==> config.mk <==
export PLATFORM = sky130hd
export DESIGN_NAME = device_id_hash_set
export DESIGN_NICKNAME = d
export VERILOG_FILES = /design/src/hdl/dihs_pkg.sv /design/src/hdl/dihs_table.sv /design/src/hdl/device_id_hash_set.sv
export SDC_FILE = /design/constraint.sdc
export NUM_CORES = 2
export LEC_CHECK = 0
export BUFFER_PORTS_ARGS = -buffer_cell sky130_fd_sc_hd__buf_2
export CAP_MARGIN = 10
export CORE_ASPECT_RATIO = 1.1
export CORE_MARGIN = 3
export CORE_UTILIZATION = 45
export DETAILED_ROUTE_END_ITERATION = 10
export SYNTH_ARGS = -nofsm -noshare
export SYNTH_HDL_FRONTEND = slang
export SYNTH_MEMORY_MAX_BITS = 65536
export SYNTH_SLANG_ARGS = --single-unit
export TNS_END_PERCENT = 1
==> constraint.sdc <==
create_clock -name clock -period 19.9 [get_ports clock]
set_clock_uncertainty 0.15 [all_clocks]
set_input_delay 0.995 -clock clock [delete_from_list [all_inputs] [get_ports clock]]
set_output_delay 0.995 -clock clock [all_outputs]
set_load 0.02 [all_outputs]
==> src/hdl/dihs_pkg.sv <==
`timescale 1ns / 1ps
`default_nettype none
// ----------------------------------------------------------------------------
// dihs_pkg
// Shared types, constants and the key hash for the device id hash set.
// ----------------------------------------------------------------------------
package dihs_pkg;

   // default sizing of the table
   localparam int TABLE_SLOTS_DEF = 64;
   localparam int MAX_ENTRIES_DEF = 16;

   // leading key bytes that take part in hashing and compare
   localparam int KEY_BYTES = 8;

   // rotate-xor hash shifts
   localparam int HASH_SHL = 5;
   localparam int HASH_SHR = 27;

   localparam logic [63:0] KEY_MASK = ~64'd0 << (64 - 8 * KEY_BYTES);

   typedef enum logic [1:0] {
      CMD_ADD      = 2'd0,
      CMD_REMOVE   = 2'd1,
      CMD_CONTAINS = 2'd2,
      CMD_CLEAR    = 2'd3
   } cmd_type;

   typedef struct packed {
      cmd_type     cmd;
      logic [63:0] key;
   } req_type;

   typedef struct packed {
      logic       ok;
      logic [4:0] entry_count;
   } rsp_type;

   // one table entry as held in the slot memory
   typedef struct packed {
      logic        occupied;
      logic        tombstone;
      logic [63:0] key;
   } slot_type;

   // rotate-xor over the leading key bytes, bits 63:56 first
   function automatic logic [31:0] hash_key(input logic [63:0] key);
      logic [31:0] h;
      logic [7:0]  b;
      h = 32'd0;
      for (int i = 0; i < KEY_BYTES; i++) begin
         b = key[63 - 8 * i -: 8];
         h = (h << HASH_SHL) ^ (h >> HASH_SHR) ^ {24'd0, b};
      end
      return h;
   endfunction

endpackage
`default_nettype wire

==> src/hdl/dihs_table.sv <==
`timescale 1ns / 1ps
`default_nettype none
// ----------------------------------------------------------------------------
// dihs_table
// Slot memory: one write port, one read port with registered read data.
// ----------------------------------------------------------------------------
module dihs_table #(
   parameter int TABLE_SLOTS = dihs_pkg::TABLE_SLOTS_DEF,
   localparam int IDX_W = (TABLE_SLOTS > 1) ? $clog2(TABLE_SLOTS) : 1
) (
   input  wire logic               clock,
   input  wire logic               wr_en,
   input  wire logic [IDX_W-1:0]   wr_addr,
   input  wire dihs_pkg::slot_type wr_slot,
   input  wire logic [IDX_W-1:0]   rd_addr,
   output dihs_pkg::slot_type      rd_slot
);
   import dihs_pkg::*;

   slot_type slot_mem [TABLE_SLOTS];
   slot_type rd_slot_ff;

   // write port
   always_ff @(posedge clock) begin
      if (wr_en) begin
         slot_mem[wr_addr] <= wr_slot;
      end
   end

   // read port, registered read data
   always_ff @(posedge clock) begin
      rd_slot_ff <= slot_mem[rd_addr];
   end

   assign rd_slot = rd_slot_ff;

endmodule
`default_nettype wire

==> src/hdl/device_id_hash_set.sv <==
`timescale 1ns / 1ps
`default_nettype none
// ----------------------------------------------------------------------------
// device_id_hash_set
// Set of 64-bit device ids in an open-addressed table with linear probing
// and tombstones. Commands: add, remove, contains, clear.
//
//   channel  | ports                           | direction
//   ---------+---------------------------------+----------
//   request  | req_valid, req_ready, req_word  | in
//   response | rsp_valid, rsp_ready, rsp_word  | out
//
// An add, remove or contains reads the home slot, then probes slots in
// turn: one read of the slot memory per cycle, one slot per probe.
// Add at the entry limit goes straight to the response. Clear sweeps the
// slot memory, one slot per cycle, and then responds.
// After reset the same sweep runs over every slot with req_ready low.
// A new request is taken while the previous response still waits on rsp_ready.
// ----------------------------------------------------------------------------
module device_id_hash_set #(
   parameter int TABLE_SLOTS = dihs_pkg::TABLE_SLOTS_DEF,
   parameter int MAX_ENTRIES = dihs_pkg::MAX_ENTRIES_DEF
) (
   input  wire logic              clock,
   input  wire logic              reset,
   input  wire logic              req_valid,
   output logic                   req_ready,
   input  wire dihs_pkg::req_type req_word,
   output logic                   rsp_valid,
   input  wire logic              rsp_ready,
   output dihs_pkg::rsp_type      rsp_word
);
   import dihs_pkg::*;

   localparam int IDX_W = (TABLE_SLOTS > 1) ? $clog2(TABLE_SLOTS) : 1;
   localparam int CNT_W = $clog2(MAX_ENTRIES + 1);
   localparam logic [IDX_W-1:0] LAST_SLOT = IDX_W'(TABLE_SLOTS - 1);

   typedef enum logic [1:0] {
      ST_CLEAR,
      ST_IDLE,
      ST_CHECK,
      ST_RESP
   } state_type;

   state_type        state_ff, state_in;
   logic [IDX_W-1:0] idx_ff, idx_in;
   logic [IDX_W-1:0] probe_ff, probe_in;
   logic [CNT_W-1:0] live_ff, live_in;
   logic             res_ok_ff, res_ok_in;
   logic             rsp_valid_ff, rsp_valid_in;
   rsp_type          rsp_word_ff, rsp_word_in;
   cmd_type          cmd_ff, cmd_in;
   logic [63:0]      key_ff, key_in;

   logic             wr_en;
   logic [IDX_W-1:0] wr_addr;
   slot_type         wr_slot;
   logic [IDX_W-1:0] rd_addr;
   slot_type         rd_slot;

   logic [63:0]      req_key;
   logic [31:0]      home_hash;
   logic [IDX_W-1:0] home_idx;
   logic [IDX_W-1:0] next_idx;
   logic             key_hit;
   logic             accept;
   logic             out_free;
   logic [CNT_W+4:0] live_wide;

   // home slot of the incoming key
   assign req_key   = req_word.key & KEY_MASK;
   assign home_hash = hash_key(req_key) & 32'(TABLE_SLOTS - 1);
   assign home_idx  = home_hash[IDX_W-1:0];

   // probe step, wrapping at the table end
   assign next_idx  = (idx_ff == LAST_SLOT) ? '0 : idx_ff + 1'b1;
   assign key_hit   = (rd_slot.key == key_ff);

   assign req_ready = (state_ff == ST_IDLE);
   assign accept    = req_valid && req_ready;
   assign out_free  = !rsp_valid_ff || rsp_ready;
   assign live_wide = {5'd0, live_ff};

   // slot memory
   dihs_table #(
      .TABLE_SLOTS (TABLE_SLOTS)
   ) u_table (
      .clock   (clock),
      .wr_en   (wr_en),
      .wr_addr (wr_addr),
      .wr_slot (wr_slot),
      .rd_addr (rd_addr),
      .rd_slot (rd_slot)
   );

   // next state, memory access and result
   always_comb begin
      state_in     = state_ff;
      idx_in       = idx_ff;
      probe_in     = probe_ff;
      live_in      = live_ff;
      res_ok_in    = res_ok_ff;
      rsp_valid_in = rsp_valid_ff && !rsp_ready;
      rsp_word_in  = rsp_word_ff;
      cmd_in       = cmd_ff;
      key_in       = key_ff;
      wr_en        = 1'b0;
      wr_addr      = idx_ff;
      wr_slot      = '{occupied: 1'b1, tombstone: 1'b0, key: key_ff};
      rd_addr      = idx_ff;

      case (state_ff)
         // sweep every slot to empty
         ST_CLEAR: begin
            wr_en   = 1'b1;
            wr_slot = '{occupied: 1'b0, tombstone: 1'b0, key: 64'd0};
            if (idx_ff == LAST_SLOT) begin
               idx_in   = '0;
               state_in = (cmd_ff == CMD_CLEAR) ? ST_RESP : ST_IDLE;
            end else begin
               idx_in = idx_ff + 1'b1;
            end
         end

         // take a word, start the home slot read
         ST_IDLE: begin
            rd_addr = home_idx;
            if (accept) begin
               cmd_in   = req_word.cmd;
               key_in   = req_key;
               idx_in   = home_idx;
               probe_in = '0;
               if (req_word.cmd == CMD_CLEAR) begin
                  idx_in    = '0;
                  live_in   = '0;
                  res_ok_in = 1'b1;
                  state_in  = ST_CLEAR;
               end else if (req_word.cmd == CMD_ADD &&
                            live_ff >= CNT_W'(MAX_ENTRIES)) begin
                  res_ok_in = 1'b0;
                  state_in  = ST_RESP;
               end else begin
                  state_in = ST_CHECK;
               end
            end
         end

         // examine one slot, read the next one
         ST_CHECK: begin
            rd_addr   = next_idx;
            idx_in    = next_idx;
            probe_in  = probe_ff + 1'b1;
            res_ok_in = 1'b0;
            if (probe_ff == LAST_SLOT) begin
               state_in = ST_RESP;
            end
            if (cmd_ff == CMD_ADD) begin
               if (!rd_slot.occupied) begin
                  wr_en     = 1'b1;
                  live_in   = live_ff + 1'b1;
                  res_ok_in = 1'b1;
                  state_in  = ST_RESP;
               end else if (key_hit) begin
                  state_in = ST_RESP;
               end
            end else begin
               if (!rd_slot.occupied && !rd_slot.tombstone) begin
                  state_in = ST_RESP;
               end else if (rd_slot.occupied && key_hit) begin
                  res_ok_in = 1'b1;
                  state_in  = ST_RESP;
                  if (cmd_ff == CMD_REMOVE) begin
                     wr_en   = 1'b1;
                     wr_slot = '{occupied: 1'b0, tombstone: 1'b1, key: rd_slot.key};
                     if (live_ff != '0) begin
                        live_in = live_ff - 1'b1;
                     end
                  end
               end
            end
         end

         // hand the result to the output register
         ST_RESP: begin
            if (out_free) begin
               rsp_valid_in = 1'b1;
               rsp_word_in  = '{ok: res_ok_ff, entry_count: live_wide[4:0]};
               state_in     = ST_IDLE;
            end
         end

         default: begin
            state_in = ST_IDLE;
         end
      endcase
   end

   // state and registered outputs
   always_ff @(posedge clock) begin
      if (reset) begin
         state_ff     <= ST_CLEAR;
         idx_ff       <= '0;
         live_ff      <= '0;
         rsp_valid_ff <= 1'b0;
         cmd_ff       <= CMD_ADD;
      end else begin
         state_ff     <= state_in;
         idx_ff       <= idx_in;
         live_ff      <= live_in;
         rsp_valid_ff <= rsp_valid_in;
         cmd_ff       <= cmd_in;
      end
      probe_ff    <= probe_in;
      res_ok_ff   <= res_ok_in;
      rsp_word_ff <= rsp_word_in;
      key_ff      <= key_in;
   end

   assign rsp_valid = rsp_valid_ff;
   assign rsp_word  = rsp_word_ff;

endmodule
`default_nettype wire

# [Word level (Yosys, flattened, before mapping)]
# Memory sizes are Yosys's and may differ from the RTL's. A register that Yosys moved wholly into a read port is not among the register bits.
# Index checks and enable logic that the tools add are counted.
[classes] reduce_logical=24 eq_ne=19 addsub=4 bitwise=13 mux=51 magnitude_cmp=1
[ops] operator="$mux W66" count=4
[ops] operator="$pmux W66 S2" count=1
[ops] operator="$eq A64 B64 Y1" count=1
[ops] operator="$xor A32 B8 Y32" count=2
[ops] operator="$mux W5" count=8
[ops] operator="$pmux W6 S2" count=3
[ops] operator="$xor A32 B1 Y32" count=1
[ops] operator="$xor A32 B5 Y32" count=1
[ops] operator="$xor A28 B1 Y28 const B" count=1
[ops] operator="$xor A28 B8 Y28" count=1
[ops] operator="$mux W6" count=4
[ops] operator="$xor A23 B1 Y23 const B" count=1
[ops] operator="$xor A23 B8 Y23" count=1
[ops] operator="$mux W2" count=11
[ops] operator="$xor A18 B1 Y18 const B" count=1
[ops] operator="$xor A18 B8 Y18" count=1
[ops] operator="$mux W1" count=16
[ops] operator="$ne A3 B3 Y1 const B" count=5
[ops] operator="$xor A13 B8 Y13" count=1
[ops] operator="$add A6 B1 Y6 const B" count=2
[ops] operator="$eq A6 B6 Y1 const B" count=2
[ops] operator="$pmux W5 S2" count=1
[ops] operator="$eq A2 B2 Y1 const B" count=4
[ops] operator="$pmux W2 S4" count=1
[ops] operator="other kinds (20)" count=38
[totals] input_bits=70 mem_bits_rw=4224 regBits=93 mem_count=1 wordCells=123
[mem_list] memory="u_table.slot_mem" depth=64 width=66 rd=1 rd_ports_with_merged_regs=1 wr=1 line="dihs_table.sv:20" text="slot_type slot_mem [TABLE_SLOTS];"

# [Depth between registers and ports, before layout]
[depth] ltp_word=16 depth_mapped=16

# [Modules after synthesis]
# From an unflattened synthesis, not the netlist that was laid out.
[unflattened] cells_unflattened=7294 area_unflattened_um2=165533.8
[modules_own_cells] mod="dihs_table" seq_area_each_um2=128162.9 cells_each=6852 area_per_inst_um2=160513.9 n_inst=1
[modules_own_cells] mod="device_id_hash_set" seq_area_each_um2=2632.5 cells_each=442 area_per_inst_um2=5019.8 n_inst=1

# [Worst setup path before layout]
# Ideal clock, no wire load.
[synth_path] path_kind="register -> register" startpoint="register key_ff[51]" endpoint="memory u_table.slot_mem[54][0] (netlist bit) (enable)" t_required_ps=19179 stages_incl_launch_ff=10 path_buffers=1 period_less_slack_ps=7438 setup_time_ps=571 setup_slack_ps=12462 arrival_ps=6717 cell_sequence="edfxtp_1 -> xnor2_1 -> nand4_1 -> or4_1 -> nor3_1 -> nand4_1 -> a21oi_1 -> o21bai_1 -> clkbuf_1 -> nor3_1"
[synth_via] elab_chain_cells=8
[synth_lines] element="from (decl)" line="device_id_hash_set.sv:54" text="logic [63:0] key_ff, key_in;"
[synth_lines] element="from (signal assigned)" line="device_id_hash_set.sv:217" text="key_ff <= key_in;"
[synth_lines] element="$eq A64 B64 Y1" line="device_id_hash_set.sv:78" text="assign key_hit = (rd_slot.key == key_ff);"
[synth_lines] element="$logic_and A1 B1 Y1" line="device_id_hash_set.sv:170" text="end else if (rd_slot.occupied && key_hit) begin"
[synth_lines] element="$mux W1" line="device_id_hash_set.sv:170"
[synth_lines] element="$mux W1" line="device_id_hash_set.sv:168" text="if (!rd_slot.occupied && !rd_slot.tombstone) begin"
[synth_lines] element="$mux W1" line="device_id_hash_set.sv:158" text="if (cmd_ff == CMD_ADD) begin"
[synth_lines] element="$pmux W1 S2" line="device_id_hash_set.sv:113" text="case (state_ff)"
[synth_lines] element="$mux W1" line="dihs_table.sv:25" text="if (wr_en) begin"
[synth_lines] element="$mux W1 (not written as such)" line="dihs_table.sv:26" text="slot_mem[wr_addr] <= wr_slot;"
[synth_lines] element="to (decl)" line="dihs_table.sv:20"
# Every way passes these cells.

# [Worst setup path in the final report]
[layout_path] startpoint="register key_ff[51]" endpoint="memory u_table.slot_mem[38][58] (netlist bit) (enable)"
# Same word-level chain as after synthesis.

==> impl_metrics.tcl <==
set metrics [dict create \
    peakVddDrop_v 0.0001736 \
    slew_headroom_pct 10.01 \
    firstDrtPassIters 7 \
    dr_wl_met2_um 262600 \
    grt_usage_pct 28.49 \
    final-seq-area_um2 130800 \
    vias 103300 \
    synth_area_um2 170200 \
    hold_viol 0 \
    insertion_delay_ns 1.01 \
    cts_root_buffer "clkbuf_16" \
    post_cts_buffers 0 \
    port_buffers 77 \
    die_area_um2 385700 \
    crit_type "register to register" \
    fin_crit_ns 7.625 \
    ant_nets 0 \
    crit_buf_inv 2 \
    wl_met1_um 209500 \
    rsz0062_at_grt "false" \
    power_density_nw_per_um2 167.8 \
    drive_gt1_share_pct 13.65 \
    synthCells 10630 \
    initial_utilization_pct 45.24 \
    syn_to_final_growth_pct 12.82 \
    async_reset_ff_share_pct 0 \
    worst_pin_slew_ns 1.350 \
    nets 10930 \
    critPathMaxFanout 34 \
    fp-row-count 236 \
    grt_max_degree 132 \
    maxCapViolations 0 \
    status "complete, no violations" \
    finalSetupTns_ns 0 \
    yosys_register_bits 4383 \
    fmax_ghz 0.1311 \
    grt_pass1_wl_um 776500 \
    cts_resized 0 \
    period_share_pct 38.32 \
    p_leak_nw 64.76 \
    yosysUniqueCellTypes 73 \
    cpPeakStageDelay_ns 1.13 \
    postCtsHoldBufs 6 \
    setup.worst_path.start_class "register" \
    clock-sinks 4383 \
    avgRoutedWirePerCell_um 34.57 \
    core_um2 376200 \
    drc 0 \
    final-setup-viol-count 0 \
    place_congestion 0.9169 \
    crit_chain "xnor2_1 -> nand4_1 -> or4_1 -> nor3_1 -> nand4_1 -> a21oi_1 -> o21bai_4 -> nor3_2 -> buf_4 -> buf_4" \
    h-tree-depth 5 \
    drt_iter0_markers 15310 \
    ys.flop_type "edfxtp_1" \
    cp.required_ns 20.33 \
    overflow 0 \
    antenna_found_initial 43 \
    synth-edff-count 4301 \
    dp_hpwl_um 305000 \
    synthTopCellsByArea "edfxtp_1 (76%), nand2_1 (4.4%), mux4_2 (4.1%)" \
    drv_slew 0 \
    crit_path_end_kind "register" \
    multiInputGateArea_um2 37060 \
    tritoncts "built" \
    io_pins 78 \
    met3_length_um 60020 \
    die_y_um 651.0 \
    crit_family "simple AND/OR/NAND/NOR gates" \
    synth_top_area_share_pct 75.88 \
    highest_layer "met5" \
    fillCellCount 30680 \
    routed_wl_um 561200 \
    timing.hold.ws_ns 0.05384 \
    cts_buffers 436 \
    cts.path.max_buffers 4 \
    first_global_vias 98700 \
    synth_top_area_cell "edfxtp_1" \
    synth_area_per_cell_um2 16.02 \
    holdCritPathClass "primary input to register" \
    ys_warn_count 0 \
    synth_fp_nets 10710 \
    slowest_stage "nor3_2" \
    die_w_um 592.4 \
    via_per_inst 6.361 \
    ys_seq_area_share_pct 76.85 \
    clk_pin_slew_worst_paths_ns 0.06 \
    cp.arrival_ns 8.06 \
]
-- per-stage QoR --
step | std cells | utilization [%] | cell area, um^2 | power (mW) | setup WS, ns
after global placement | 15400 | 47.17 | 177500 | 23.68 | 12.39
after global routing | 16220 | 51.04 | 192000 | 33.25 | 12.28
after CTS | 16220 | 51.02 | 191900 | 32.10 | 12.49
after detailed placement | 15400 | 47.18 | 177500 | 23.89 | 12.42
after floorplan | 10630 | - | 170200 | 19.59 | 12.46
final | 16230 | 51.04 | 192000 | 32.22 | 12.28
-- path summary, 6_finish.rpt --
check | cells past startpoint | slack [ns] | from | end
setup / recovery | 10 | 12.28 | key_ff[51] | u_table.slot_mem[38][58]
hold / removal | 1 | 0.05 | req_word[33] | key_ff[33]
setup reg to reg | 10 | 12.28 | key_ff[51] | u_table.slot_mem[38][58]
hold reg to reg | 0 | 0.34 | res_ok_ff | rsp_word[5]
-- cell usage after synthesis (8+ instances only) --
master	count
o31ai_1	8
or3_1	14
buf_1	74
nand2_1	1974
nor3_1	118
buf_2	154
o211ai_1	37
mux4_2	312
nor4_1	16
mux2i_1	505
a221o_1	21
o311ai_0	17
ha_1	9
or4_1	47
nor2_1	87
a311oi_1	33
dfxtp_1	82
nand2b_1	27
nand3_1	624
a31oi_1	151
a211oi_1	218
buf_6	19
o22a_1	32
o221ai_1	23
a21oi_1	449
and2_1	72
buf_4	50
inv_1	23
and3_1	52
o22ai_1	196
a22oi_1	13
xnor2_1	57
edfxtp_1	4301
a21o_1	11
a2111oi_0	40
a211o_1	15
nand4_1	61
o21ai_0	196
a221oi_1	23
o2111ai_1	25
clkbuf_1	366
-- worst register-to-register path: stages, from the launching register on --
cell	delay, ns
edfxtp_1	0.56
xnor2_1	0.92
nand4_1	0.18
or4_1	0.77
nor3_1	0.31
nand4_1	0.50
a21oi_1	0.75
o21bai_4	0.46
nor3_2	1.14
buf_4	0.76
buf_4	0.71
-- layer usage --
metal	vias to the layer above	track usage (%)
li1	41800	-
met4	18	12.88
met1	53460	38.33
met2	6739	44.98
met3	1254	5.650
met5	-	0
-- final cells by class --
cell class,count,share of cell area [%]
flip-flops and latches,4383,68.11
multi-input cells,5556,19.30
clock buffers,555,6.124
well taps,4998,3.257
repair buffers,445,1.772
clock inverters,260,1.370
inverters,23,0.04626
diodes,14,0.01824
-- power by group --
group / internal, mW / switching [mW]
clock: 4.77 / 3.53
sequential: 12.4 / 0.245
combinational: 3.07 / 8.22
-- cell usage in the layout (no fill, tap or decap), types with 21 or more instances in the layout --
cell type	instances
dfxtp_1	82
o211ai_1	37
buf_4	342
o22a_1	32
edfxtp_1	4301
inv_1	22
and3_1	52
o2111ai_1	21
nand4_1	61
nor3_1	84
nand2b_1	27
nor2_1	36
clkinv_1	89
clkbuf_16	446
a221oi_1	23
nand2_1	1965
nand3_1	624
nor2_4	48
nor3_2	34
a21oi_1	449
o22ai_1	196
bufinv_16	46
a211oi_1	217
clkinv_2	91
o21ai_0	195
a2111oi_0	40
mux2i_1	505
and2_2	24
or4_1	47
a221o_1	21
buf_2	77
o221ai_1	23
a311oi_1	33
mux4_2	312
xnor2_1	57
clkbuf_1	90
a31oi_1	150
and2_1	48
-- flip-flops by register name, summed over array words and instances (netlist names), 2 cells and up --
name / flops
probe_ff: 6
live_ff: 5
idx_ff: 6
u_table.rd_slot: 66
rsp_word: 6
u_table.slot_mem: 4224
key_ff: 64
state_ff: 2
cmd_ff: 2
-- logic make-up (layout without fill, tap and decap cells) --
family / count (synthesis) / count (layout) / synth area share, %
other: 0 / 14 / 0
multiplexers: 821 / 821 / 7.125
adder cells (fa/ha/maj): 10 / 10 / 0.07792
buffers and inverters: 687 / 1283 / 1.823
XOR/XNOR: 67 / 67 / 0.3705
AND/OR/NAND/NOR: 3114 / 3114 / 7.922
AO/OA/AOI/OAI: 1544 / 1544 / 5.835
flip-flops: 4383 / 4383 / 76.85
No activity file was read; power rests on OpenSTA's default activity.
